===== config.mk =====
export PLATFORM = sky130hd
export DESIGN_NAME = annexb_nal_unit_splitter
export DESIGN_NICKNAME = d
export VERILOG_FILES = /design/src/sv/anbs_pkg.sv /design/src/sv/anbs_front.sv /design/src/sv/anbs_queue.sv /design/src/sv/anbs_back.sv /design/src/sv/annexb_nal_unit_splitter.sv
export SDC_FILE = /design/constraint.sdc
export NUM_CORES = 1
export LEC_CHECK = 0
export BUFFER_PORTS_ARGS = -buffer_cell sky130_fd_sc_hd__buf_4
export CAP_MARGIN = 20
export CORE_ASPECT_RATIO = 1.2
export CORE_MARGIN = 5
export CORE_UTILIZATION = 35
export DETAILED_ROUTE_END_ITERATION = 10
export PLACE_DENSITY = 0.51
export SLEW_MARGIN = 20
export SYNTH_ARGS = -nofsm -noshare
export SYNTH_HDL_FRONTEND = slang
export SYNTH_SLANG_ARGS = --single-unit

===== constraint.sdc =====
create_clock -name clk -period 3.5 [get_ports clk]
set_input_delay 0.7 -clock clk [delete_from_list [all_inputs] [get_ports clk]]
set_output_delay 0.7 -clock clk [all_outputs]
set_load 0.01 [all_outputs]

===== src/sv/anbs_pkg.sv =====
`default_nettype none

package anbs_pkg;

	localparam int unsigned QDEPTH = 4;
	localparam int unsigned QPTR_W = $clog2(QDEPTH);
	localparam int unsigned QCNT_W = $clog2(QDEPTH + 1);

	localparam logic [7:0] BYTE_ZERO = 8'h00;
	localparam logic [7:0] BYTE_ONE  = 8'h01;
	localparam logic [1:0] ZRUN_MAX  = 2'd3;
	localparam logic [1:0] ZRUN_SC   = 2'd2;

	// one entry of work for the output side: an optional held byte, then zeros
	typedef struct packed {
		logic [7:0] held_byte;
		logic       has_held;
		logic [1:0] zeros;
		logic       last_unit;
		logic       first;
	} anbs_cmd_t;

endpackage

`default_nettype wire


===== src/sv/anbs_front.sv =====
`default_nettype none

module anbs_front
	import anbs_pkg::*;
(
	input  wire logic      clk,
	input  wire logic      arst_n,
	input  wire logic      accept,
	input  wire logic      action,
	input  wire logic [7:0] in_byte,
	output anbs_cmd_t      cmd,
	output logic           emit
);

	logic [1:0] zero_run_q;
	logic [7:0] held_byte_q;
	logic       held_valid_q;
	logic       in_unit_q;
	logic       first_due_q;

	logic [1:0] zero_run_d;
	logic [7:0] held_byte_d;
	logic       held_valid_d;
	logic       in_unit_d;
	logic       first_due_d;
	logic       is_zero;
	logic       is_start;

	assign is_zero  = (in_byte == BYTE_ZERO);
	assign is_start = (in_byte == BYTE_ONE) && (zero_run_q >= ZRUN_SC);

	always_comb begin
		zero_run_d    = zero_run_q;
		held_byte_d   = held_byte_q;
		held_valid_d  = held_valid_q;
		in_unit_d     = in_unit_q;
		first_due_d   = first_due_q;
		cmd.held_byte = held_byte_q;
		cmd.has_held  = 1'b0;
		cmd.zeros     = 2'd0;
		cmd.last_unit = 1'b0;
		cmd.first     = first_due_q;
		emit          = 1'b0;
		if (action) begin
			cmd.has_held  = 1'b1;
			cmd.last_unit = 1'b1;
			emit          = in_unit_q && held_valid_q;
			zero_run_d    = 2'd0;
			held_valid_d  = 1'b0;
			in_unit_d     = 1'b0;
			first_due_d   = 1'b0;
		end else if (is_zero) begin
			if (zero_run_q != ZRUN_MAX) begin
				zero_run_d = zero_run_q + 2'd1;
			end else if (in_unit_q) begin
				// saturated run: push the oldest zero out as payload
				cmd.has_held = 1'b1;
				emit         = held_valid_q;
				held_byte_d  = BYTE_ZERO;
				held_valid_d = 1'b1;
				if (held_valid_q) begin
					first_due_d = 1'b0;
				end
			end
		end else if (is_start) begin
			cmd.has_held  = 1'b1;
			cmd.last_unit = 1'b1;
			emit          = in_unit_q && held_valid_q;
			held_valid_d  = 1'b0;
			in_unit_d     = 1'b1;
			first_due_d   = 1'b1;
			zero_run_d    = 2'd0;
		end else begin
			if (in_unit_q) begin
				// false alarm: held zeros become payload, new byte is held
				cmd.has_held = held_valid_q;
				cmd.zeros    = zero_run_q;
				emit         = held_valid_q || (zero_run_q != 2'd0);
				held_byte_d  = in_byte;
				held_valid_d = 1'b1;
				if (emit) begin
					first_due_d = 1'b0;
				end
			end
			zero_run_d = 2'd0;
		end
	end

	always_ff @(posedge clk or negedge arst_n) begin
		if (!arst_n) begin
			zero_run_q   <= 2'd0;
			held_valid_q <= 1'b0;
			in_unit_q    <= 1'b0;
			first_due_q  <= 1'b0;
		end else if (accept) begin
			zero_run_q   <= zero_run_d;
			held_valid_q <= held_valid_d;
			in_unit_q    <= in_unit_d;
			first_due_q  <= first_due_d;
		end
	end

	always_ff @(posedge clk) begin
		if (accept) begin
			held_byte_q <= held_byte_d;
		end
	end

endmodule

`default_nettype wire


===== src/sv/anbs_queue.sv =====
`default_nettype none

module anbs_queue
	import anbs_pkg::*;
(
	input  wire logic      clk,
	input  wire logic      arst_n,
	input  wire logic      push,
	input  wire anbs_cmd_t push_cmd,
	input  wire logic      pop,
	output anbs_cmd_t      head,
	output logic           empty,
	output logic           full
);

	anbs_cmd_t           entry_q [QDEPTH];
	logic [QPTR_W-1:0]   wr_ptr_q;
	logic [QPTR_W-1:0]   rd_ptr_q;
	logic [QCNT_W-1:0]   count_q;

	assign empty = (count_q == '0);
	assign full  = (count_q == QCNT_W'(QDEPTH));
	assign head  = entry_q[rd_ptr_q];

	always_ff @(posedge clk or negedge arst_n) begin
		if (!arst_n) begin
			wr_ptr_q <= '0;
			rd_ptr_q <= '0;
			count_q  <= '0;
		end else begin
			if (push) begin
				wr_ptr_q <= (wr_ptr_q == QPTR_W'(QDEPTH - 1)) ? '0 : wr_ptr_q + 1'b1;
			end
			if (pop) begin
				rd_ptr_q <= (rd_ptr_q == QPTR_W'(QDEPTH - 1)) ? '0 : rd_ptr_q + 1'b1;
			end
			if (push && !pop) begin
				count_q <= count_q + 1'b1;
			end else if (pop && !push) begin
				count_q <= count_q - 1'b1;
			end
		end
	end

	always_ff @(posedge clk) begin
		if (push) begin
			entry_q[wr_ptr_q] <= push_cmd;
		end
	end

endmodule

`default_nettype wire


===== src/sv/anbs_back.sv =====
`default_nettype none

module anbs_back
	import anbs_pkg::*;
(
	input  wire logic       clk,
	input  wire logic       arst_n,
	input  wire anbs_cmd_t  head,
	input  wire logic       empty,
	output logic            pop,
	output logic            out_valid,
	input  wire logic       out_ready,
	output logic [7:0]      out_byte,
	output logic            first_of_unit,
	output logic            last_of_unit,
	output logic            last_in_run
);

	logic [1:0] idx_q;
	logic       valid_q;
	logic [7:0] byte_q;
	logic       first_q;
	logic       lastu_q;
	logic       lastr_q;

	logic [2:0] total;
	logic       load;
	logic       is_held;
	logic       final_one;

	assign total     = {2'b00, head.has_held} + {1'b0, head.zeros};
	assign final_one = ({1'b0, idx_q} == (total - 3'd1));
	assign is_held   = head.has_held && (idx_q == 2'd0);
	assign load      = !empty && (!valid_q || out_ready);
	assign pop       = load && final_one;

	always_ff @(posedge clk or negedge arst_n) begin
		if (!arst_n) begin
			idx_q   <= 2'd0;
			valid_q <= 1'b0;
		end else begin
			if (load) begin
				valid_q <= 1'b1;
				idx_q   <= final_one ? 2'd0 : idx_q + 2'd1;
			end else if (out_ready) begin
				valid_q <= 1'b0;
			end
		end
	end

	always_ff @(posedge clk) begin
		if (load) begin
			byte_q  <= is_held ? head.held_byte : BYTE_ZERO;
			first_q <= head.first && (idx_q == 2'd0);
			lastu_q <= is_held && head.last_unit;
			lastr_q <= final_one;
		end
	end

	assign out_valid     = valid_q;
	assign out_byte      = byte_q;
	assign first_of_unit = first_q;
	assign last_of_unit  = lastu_q;
	assign last_in_run   = lastr_q;

endmodule

`default_nettype wire


===== src/sv/annexb_nal_unit_splitter.sv =====
// channel   dir  tdata             tuser                              tlast
// s_axis    in   in_byte [7:0]     action (0 byte, 1 flush)           -
// m_axis    out  out_byte [7:0]    [0] first_of_unit [1] last_in_run  last_of_unit
//
// One input byte per cycle; each byte is classified in the cycle it is taken.
// A byte yields 0 to 4 output words, drained at one word per cycle while the receiver
// is ready, from a 4-entry command queue, so ready drops only while that queue is full.
// Output words are registered from the head of the queue.
// arst_n clears all control state; the stream restarts before the first start code.
`default_nettype none

module annexb_nal_unit_splitter
	import anbs_pkg::*;
(
	input  wire logic       clk,
	input  wire logic       arst_n,
	input  wire logic       s_axis_tvalid,
	output logic            s_axis_tready,
	input  wire logic [7:0] s_axis_tdata,   // [7:0] in_byte
	input  wire logic       s_axis_tuser,   // [0] action
	output logic            m_axis_tvalid,
	input  wire logic       m_axis_tready,
	output logic [7:0]      m_axis_tdata,   // [7:0] out_byte
	output logic [1:0]      m_axis_tuser,   // [0] first_of_unit, [1] last_in_run
	output logic            m_axis_tlast
);

	anbs_cmd_t cmd;
	anbs_cmd_t head;
	logic      emit;
	logic      accept;
	logic      empty;
	logic      full;
	logic      pop;

	assign s_axis_tready = !full;
	assign accept        = s_axis_tvalid && s_axis_tready;

	anbs_front u_front (
		.clk     (clk),
		.arst_n  (arst_n),
		.accept  (accept),
		.action  (s_axis_tuser),
		.in_byte (s_axis_tdata),
		.cmd     (cmd),
		.emit    (emit)
	);

	anbs_queue u_queue (
		.clk      (clk),
		.arst_n   (arst_n),
		.push     (accept && emit),
		.push_cmd (cmd),
		.pop      (pop),
		.head     (head),
		.empty    (empty),
		.full     (full)
	);

	anbs_back u_back (
		.clk           (clk),
		.arst_n        (arst_n),
		.head          (head),
		.empty         (empty),
		.pop           (pop),
		.out_valid     (m_axis_tvalid),
		.out_ready     (m_axis_tready),
		.out_byte      (m_axis_tdata),
		.first_of_unit (m_axis_tuser[0]),
		.last_of_unit  (m_axis_tlast),
		.last_in_run   (m_axis_tuser[1])
	);

endmodule

`default_nettype wire


== Yosys cells after proc, flatten, opt, wreduce, memory -nomap -nowiden ==
Memory sizes are Yosys's and may differ from the RTL's.
Index checks and enable logic that the tools add are counted.
W data, S select, Z words.

* Memories: 1
* Memory bits (read-only): 0
* Logic and storage cells: 120
* Flip-flop bits (word level): 34
* Bits in latches: 0
* RAM bits: 52
* Output and inout port bits: 13

{| class="wikitable"
|+ Memories
! name !! words !! width !! read ports !! clocked after Yosys merged registers in !! write ports !! RTL line !! RTL
|-
| u_queue.entry_q || 4 || 13 || 1 || 0 || 1 || anbs_queue.sv:16 || <nowiki>anbs_cmd_t entry_q [QDEPTH];</nowiki>
|}

* $mul: 0
* Bitwise gates (word level): 1
* Div/mod/pow operators: 0
* Multiplexer cells: 50
* Magnitude comparators: 1
* Shift-type cells: 0
* Reductions and logical operators: 32
* Equal/unequal tests: 13
* Add/sub/neg operators: 8

{| class="wikitable"
|+ Operators by type and width
! cell !! count
|-
| $mux W8 || 5
|-
| $mux W1 || 33
|-
| $mux W2 || 8
|-
| $mux W3 || 4
|-
| $logic_and A1 B1 Y1 || 11
|-
| $add A2 B1 Y2 const B || 4
|-
| $eq A8 B1 Y1 const B || 1
|-
| $logic_not A8 Y1 || 1
|-
| $reduce_bool A2 Y1 || 4
|-
| $ne A2 B2 Y1 const B || 3
|-
| $ne A3 B2 Y1 const B || 2
|-
| $ne A3 B3 Y1 const B || 2
|-
| $reduce_and A6 Y1 || 1
|-
| $sub A3 B1 Y3 const B || 2
|-
| $logic_not A1 Y1 || 5
|-
| $reduce_and A5 Y1 || 1
|-
| $eq A2 B2 Y1 const B || 2
|-
| $reduce_and A2 Y1 || 2
|-
| $reduce_bool A4 Y1 || 1
|-
| $add A1 B2 Y3 || 1
|-
| $add A3 B1 Y3 const B || 1
|-
| $eq A2 B3 Y1 || 1
|-
| $eq A3 B3 Y1 const B || 1
|-
| $logic_not A3 Y1 || 1
|-
| 7 further kinds || 8
|}

== Logic depth before layout (Yosys ltp) ==
* Depth after elaboration: 11
* Depth in mapped cells: 15

== Cells and area by module ==
Synthesis repeated with hierarchy kept, for this count alone.

* Cell total of the unflattened synthesis: 224
* Area, all modules: 3694.8 sq um

{| class="wikitable"
|+ By module, submodules not included
! module !! instances !! cells an instance !! area each (sq um)
|-
| anbs_queue || 1 || 105 || 2321.0
|-
| anbs_front || 1 || 73 || 752.0
|-
| anbs_back || 1 || 43 || 603.1
|-
| annexb_nal_unit_splitter || 1 || 3 || 18.8
|}

== Least setup slack after synthesis ==
No wires, ideal clock.

* Kind: register -> register
* Start point: register u_queue.rd_ptr_q[0]
* End point: register u_queue.count_q[1]
* Cell stages (with the launch flop): 14
* Library setup time: 0.125 ns
* Path buffers: 2
* Data arrival time: 3.650 ns
* Path slack: -0.275 ns
* Cells stage by stage: dfrtp_1 clkbuf_1 buf_1 mux4_2 inv_1 ha_1 ha_1 xnor2_1 nor3_1 nand2_1 ha_1 inv_1 fa_1 mux2_2

* Word-level cells in the longest chain between the ends: 8
* Elaborated cells between the ends (all ways): 10

{| class="wikitable"
|+ Ends and longest elaborated chain
! item !! RTL line !! RTL
|-
| start, declared || anbs_queue.sv:18 || <nowiki>logic [QPTR_W-1:0] rd_ptr_q;</nowiki>
|-
| start signal, assigned || anbs_queue.sv:35 || <nowiki>rd_ptr_q <= (rd_ptr_q == QPTR_W'(QDEPTH - 1)) ? '0 : rd_ptr_q + 1'b1;</nowiki>
|-
| $mem_v2 Z4 W13 * || n/a ||
|-
| $add A1 B2 Y3 * || anbs_back.sv:31 || <nowiki>assign total = {2'b00, head.has_held} + {1'b0, head.zeros};</nowiki>
|-
| $sub A3 B1 Y3 * || anbs_back.sv:32 || <nowiki>assign final_one = ({1'b0, idx_q} == (total - 3'd1));</nowiki>
|-
| $eq A2 B3 Y1 * || anbs_back.sv:32 ||
|-
| named net u_back.final_one || anbs_back.sv:29 || <nowiki>logic final_one;</nowiki>
|-
| $logic_and A1 B1 Y1 * || anbs_back.sv:35 || <nowiki>assign pop = load && final_one;</nowiki>
|-
| $logic_not A1 Y1 || anbs_queue.sv:37 || <nowiki>if (push && !pop) begin</nowiki>
|-
| $logic_and A1 B1 Y1 || anbs_queue.sv:37 ||
|-
| $mux W3 / $reduce_bool A2 Y1 (equally long branches) || n/a ||
|-
| end signal, assigned || anbs_queue.sv:38 || <nowiki>count_q <= count_q + 1'b1;</nowiki>
|-
| end signal, assigned || anbs_queue.sv:40 || <nowiki>count_q <= count_q - 1'b1;</nowiki>
|-
| end, declared || anbs_queue.sv:19 || <nowiki>logic [QCNT_W-1:0] count_q;</nowiki>
|}

The timed path passes the listed nets; every way through them passes the cells marked *.
A chain may end at the register's enable or synchronous reset.

== Worst setup path in the final report ==
Ends and elaborated chain as after synthesis.

==> out/results.txt <==
Count of unique library cells instantiated by Yosys: 44. The power per unit of standard cell area was 483 nW/µm². The path type of the worst setup path was flip-flop to flip-flop.

The run gives 9 as the number of clock buffers inserted by TritonCTS. The number of warnings issued by yosys is 0. The logs give 0 for the initial antenna violation count and 3960 µm² for the placed instance area. The tools report the sequential cell area fraction in the yosys report as 0.691.

CTS placed an instance of clkbuf_16 at the clock tree root. The total number of vias is 1821, and the number of synthesized register bits is 86. The post-route fraction of the period consumed by the critical path came out at 0.909.

The first detailed-routing pass ran for 4 iterations. The tools report the setup slack after layout as 317 ps. The logs give 3400 ps for the arrival time at the worst endpoint and 314 MHz for the fmax. The logs give 4250 µm² for the area of all placed cells without fillers and 0 for the buffers inserted during post-CTS setup optimization. The congestion estimate from routability-driven global placement came to 0.719.

After detailed routing, the average wire length per cell comes to 15.9 µm. The run gives 0 as the post-cts sizing count. By area the synthesized netlist is led by edfxtp_1, dfrtp_1, mux4_2. OpenSTA, run right after detailed placement, puts the worst setup slack at 175 ps. The area growth from synthesis to layout is 17.0%. The path class of the lowest-slack min-delay path was primary input to asynchronous set/reset pin. The worst setup path is launched from a flip-flop. The maximum buffer depth of the clock tree is 2, and the number of nets in the layout is 267. Clock tree synthesis found a total of 86 sinks. Final number of max-transition violations: 0.

The setup TNS is 0 ps, and the post-synthesis instance total is 212. Global routing finished with a remaining overflow of 0. Synthesis produced a netlist with a net count of 238.

The worst-case headroom to the max-slew limit came out at 0.615. After clock tree synthesis, the clock-pin slew on the worst setup and hold paths is 60 ps. The first global-routing pass estimated 9720 µm of wire.

The effective utilization at floorplan was 0.361. The run finished with clean final reports. Summed over all cells, the static leakage comes to 0.00164 µW. The mean cell area of the mapped netlist is 17.1 µm².

Detailed placement finished with a half-perimeter wire length of 4150 µm. TritonCTS built the clock tree. The worst endpoint required time was 3720 ps.

The logs give 40 for the number of rows created at floorplan and 17 for the maximum number of pins on one net before global-route repair. The total global-route track usage came out at 0.105. The maximum vdd drop came out at 0.254 mV. The detailed router finished its first iteration with 50 violations. The run gives 0 as the count of inserted antenna diode cells.

Buffers placed on the I/O ports in this run total 25. After filler insertion, the fill cell instance count of the layout stands at 909. The largest driver fanout on the critical path was 7; the number of setup violations in the final report was 0. Element type at the critical path end: a flip-flop. The H-tree was split into 3 levels.

The die covers 12500 µm². Setup repair after global routing left no endpoint under its margin. Measured along the x axis, the die boundary spans 103 µm. Measured along the y axis, the die boundary spans 122 µm.

At the later pin of the worst-skew pair, clock insertion delay measures 330 ps. For this design, the CTS-stage hold fixing added 0 buffers. Placeable core region: 10100 µm². The clock period minus worst slack is 3180 ps, and the via density per instance is 4.90. The number of global-route vias before repair is 1945.

The share of the synthesized area in the top cell type is 0.588. The total wire length was 5920 µm. The count of max-cap constraint violations was 0; the total power was 2050 µW.

At the pin with the least slew margin, the transition time is 574 ps. The cell area after technology mapping is 3630 µm², and the final clock skew is 4.87 ps. Once detail routing completed, the nets flagged for antenna violations numbered 0. 26 I/O pins were placed. The library cell with the largest summed area after synthesis is edfxtp_1. The hold violation total from the final report is 0, and the ratio of cells with drive above 1 in the final layout is 0.305. For this run, design rule violations remaining after detail routing come to 0.
==> critical path: stages, from the launching register on <==
cell and delay, ps:
dfrtp_1 530, mux4_2 560, inv_1 80, ha_1 140
ha_1 230, xnor2_1 120, nor3_1 220, nand2_1 190
ha_1 270, inv_1 70, fa_1 390, mux2_2 260
==> path summary, 6_finish.rpt <==
path | end | slack (ps) | cells after the start | start
max | u_queue.count_q[1] | 320 | 11 | u_queue.rd_ptr_q[0]
min | u_back.out_valid | 220 | 1 | arst_n
min reg2reg | u_queue.count_q[2] | 490 | 1 | u_queue.count_q[2]
max in group asynchronous | u_front.zero_run_q[0] | 3090 | 1 | arst_n
min in group clk | u_queue.count_q[2] | 490 | 1 | u_queue.count_q[2]
max reg2reg | u_queue.count_q[1] | 320 | 11 | u_queue.rd_ptr_q[0]
==> power by group <==
group          switching [µW]  total (µW)  internal [µW]
Sequential             0.0327        1100           1100
Clock                     375         925            550
Combinational            14.8        26.9           12.1
Total                     390        2050           1660
==> cell type report <==
type                    instances  area [µm²]  share of cell area
clock buffers                  10         229              0.0539
clock inverters                 6        61.3              0.0144
inverters                      14        52.6              0.0124
multi-input cells              97         991               0.233
flip-flops and latches         86        2510               0.590
well taps                     126         158              0.0371
repair buffers                 33         248              0.0583
==> routing by layer <==
metal  vias to the layer above  wire length, µm  GRT usage
met1                       901             2650      0.131
met3                        10              254     0.0286
met4                         0              141     0.0559
met5                         -                0          0
met2                        33             2880      0.166
li1                        877                -          -
==> flip-flops by register name (all words and copies together) (netlist names), 2 cells and up <==
register             cells
u_front.zero_run_q       2
u_back.idx_q             2
u_queue.count_q          3
u_front.held_byte_q      8
u_queue.entry_q         52
u_back.out_byte          8
u_queue.wr_ptr_q         2
u_queue.rd_ptr_q         2
==> placed cells by master (no fill, tap or decap), types with 3 or more instances in the layout <==
| master | n |
|---|---|
| a31oi_1 | 4 |
| and2b_2 | 3 |
| and3_1 | 11 |
| buf_4 | 33 |
| clkbuf_16 | 9 |
| dfrtp_1 | 15 |
| edfxtp_1 | 71 |
| ha_1 | 12 |
| inv_1 | 14 |
| mux2_2 | 3 |
| mux4_2 | 13 |
| nand2_1 | 6 |
| nor2_1 | 3 |
| nor3_1 | 4 |
| or3b_2 | 3 |
| xnor2_1 | 3 |
==> cells by family after synthesis <==
kind of cell               after synthesis  share of synthesized area
and+or+nand+nor                         43                     0.0766
xor gates and xnor gates                 5                     0.0121
DFF                                     86                      0.691
buffers and inverters                   29                     0.0359
AOI/OAI and AO/OA                       18                     0.0414
adders and majority gates               13                     0.0469
muxes                                   18                     0.0962
==> per-stage QoR <==
| stage | util | cells | hold WS [ps] |
|---|---|---|---|
| floorplan | - | 212 | 404 |
| global placement | 0.393 | 356 | 482 |
| detailed placement | 0.393 | 356 | 483 |
| CTS | 0.422 | 372 | 215 |
| global route | 0.422 | 372 | 220 |
| finish | 0.422 | 372 | 218 |
==> Yosys cell counts, drive strengths merged <==
master / n
xnor2: 3
dfrtp: 15
o211ai: 1
o22ai: 1
or4: 4
a21oi: 2
inv: 14
nor2b: 1
edfxtp: 71
a31oi: 4
a32o: 1
o221a: 1
mux2: 5
and3: 12
fa: 1
xor2: 2
clkbuf: 10
and4b: 1
o2111a: 1
buf: 4
and2: 2
o31ai: 1
or2: 1
ha: 12
nor3: 4
a32oi: 2
a21boi: 1
dlygate4sd3: 1
a21o: 1
o21ai: 2
nand4b: 1
and2b: 3
nor2: 3
nor4: 2
mux4: 13
or3b: 3
nand2: 6
Note: power is estimated with default switching activity, not from simulation.
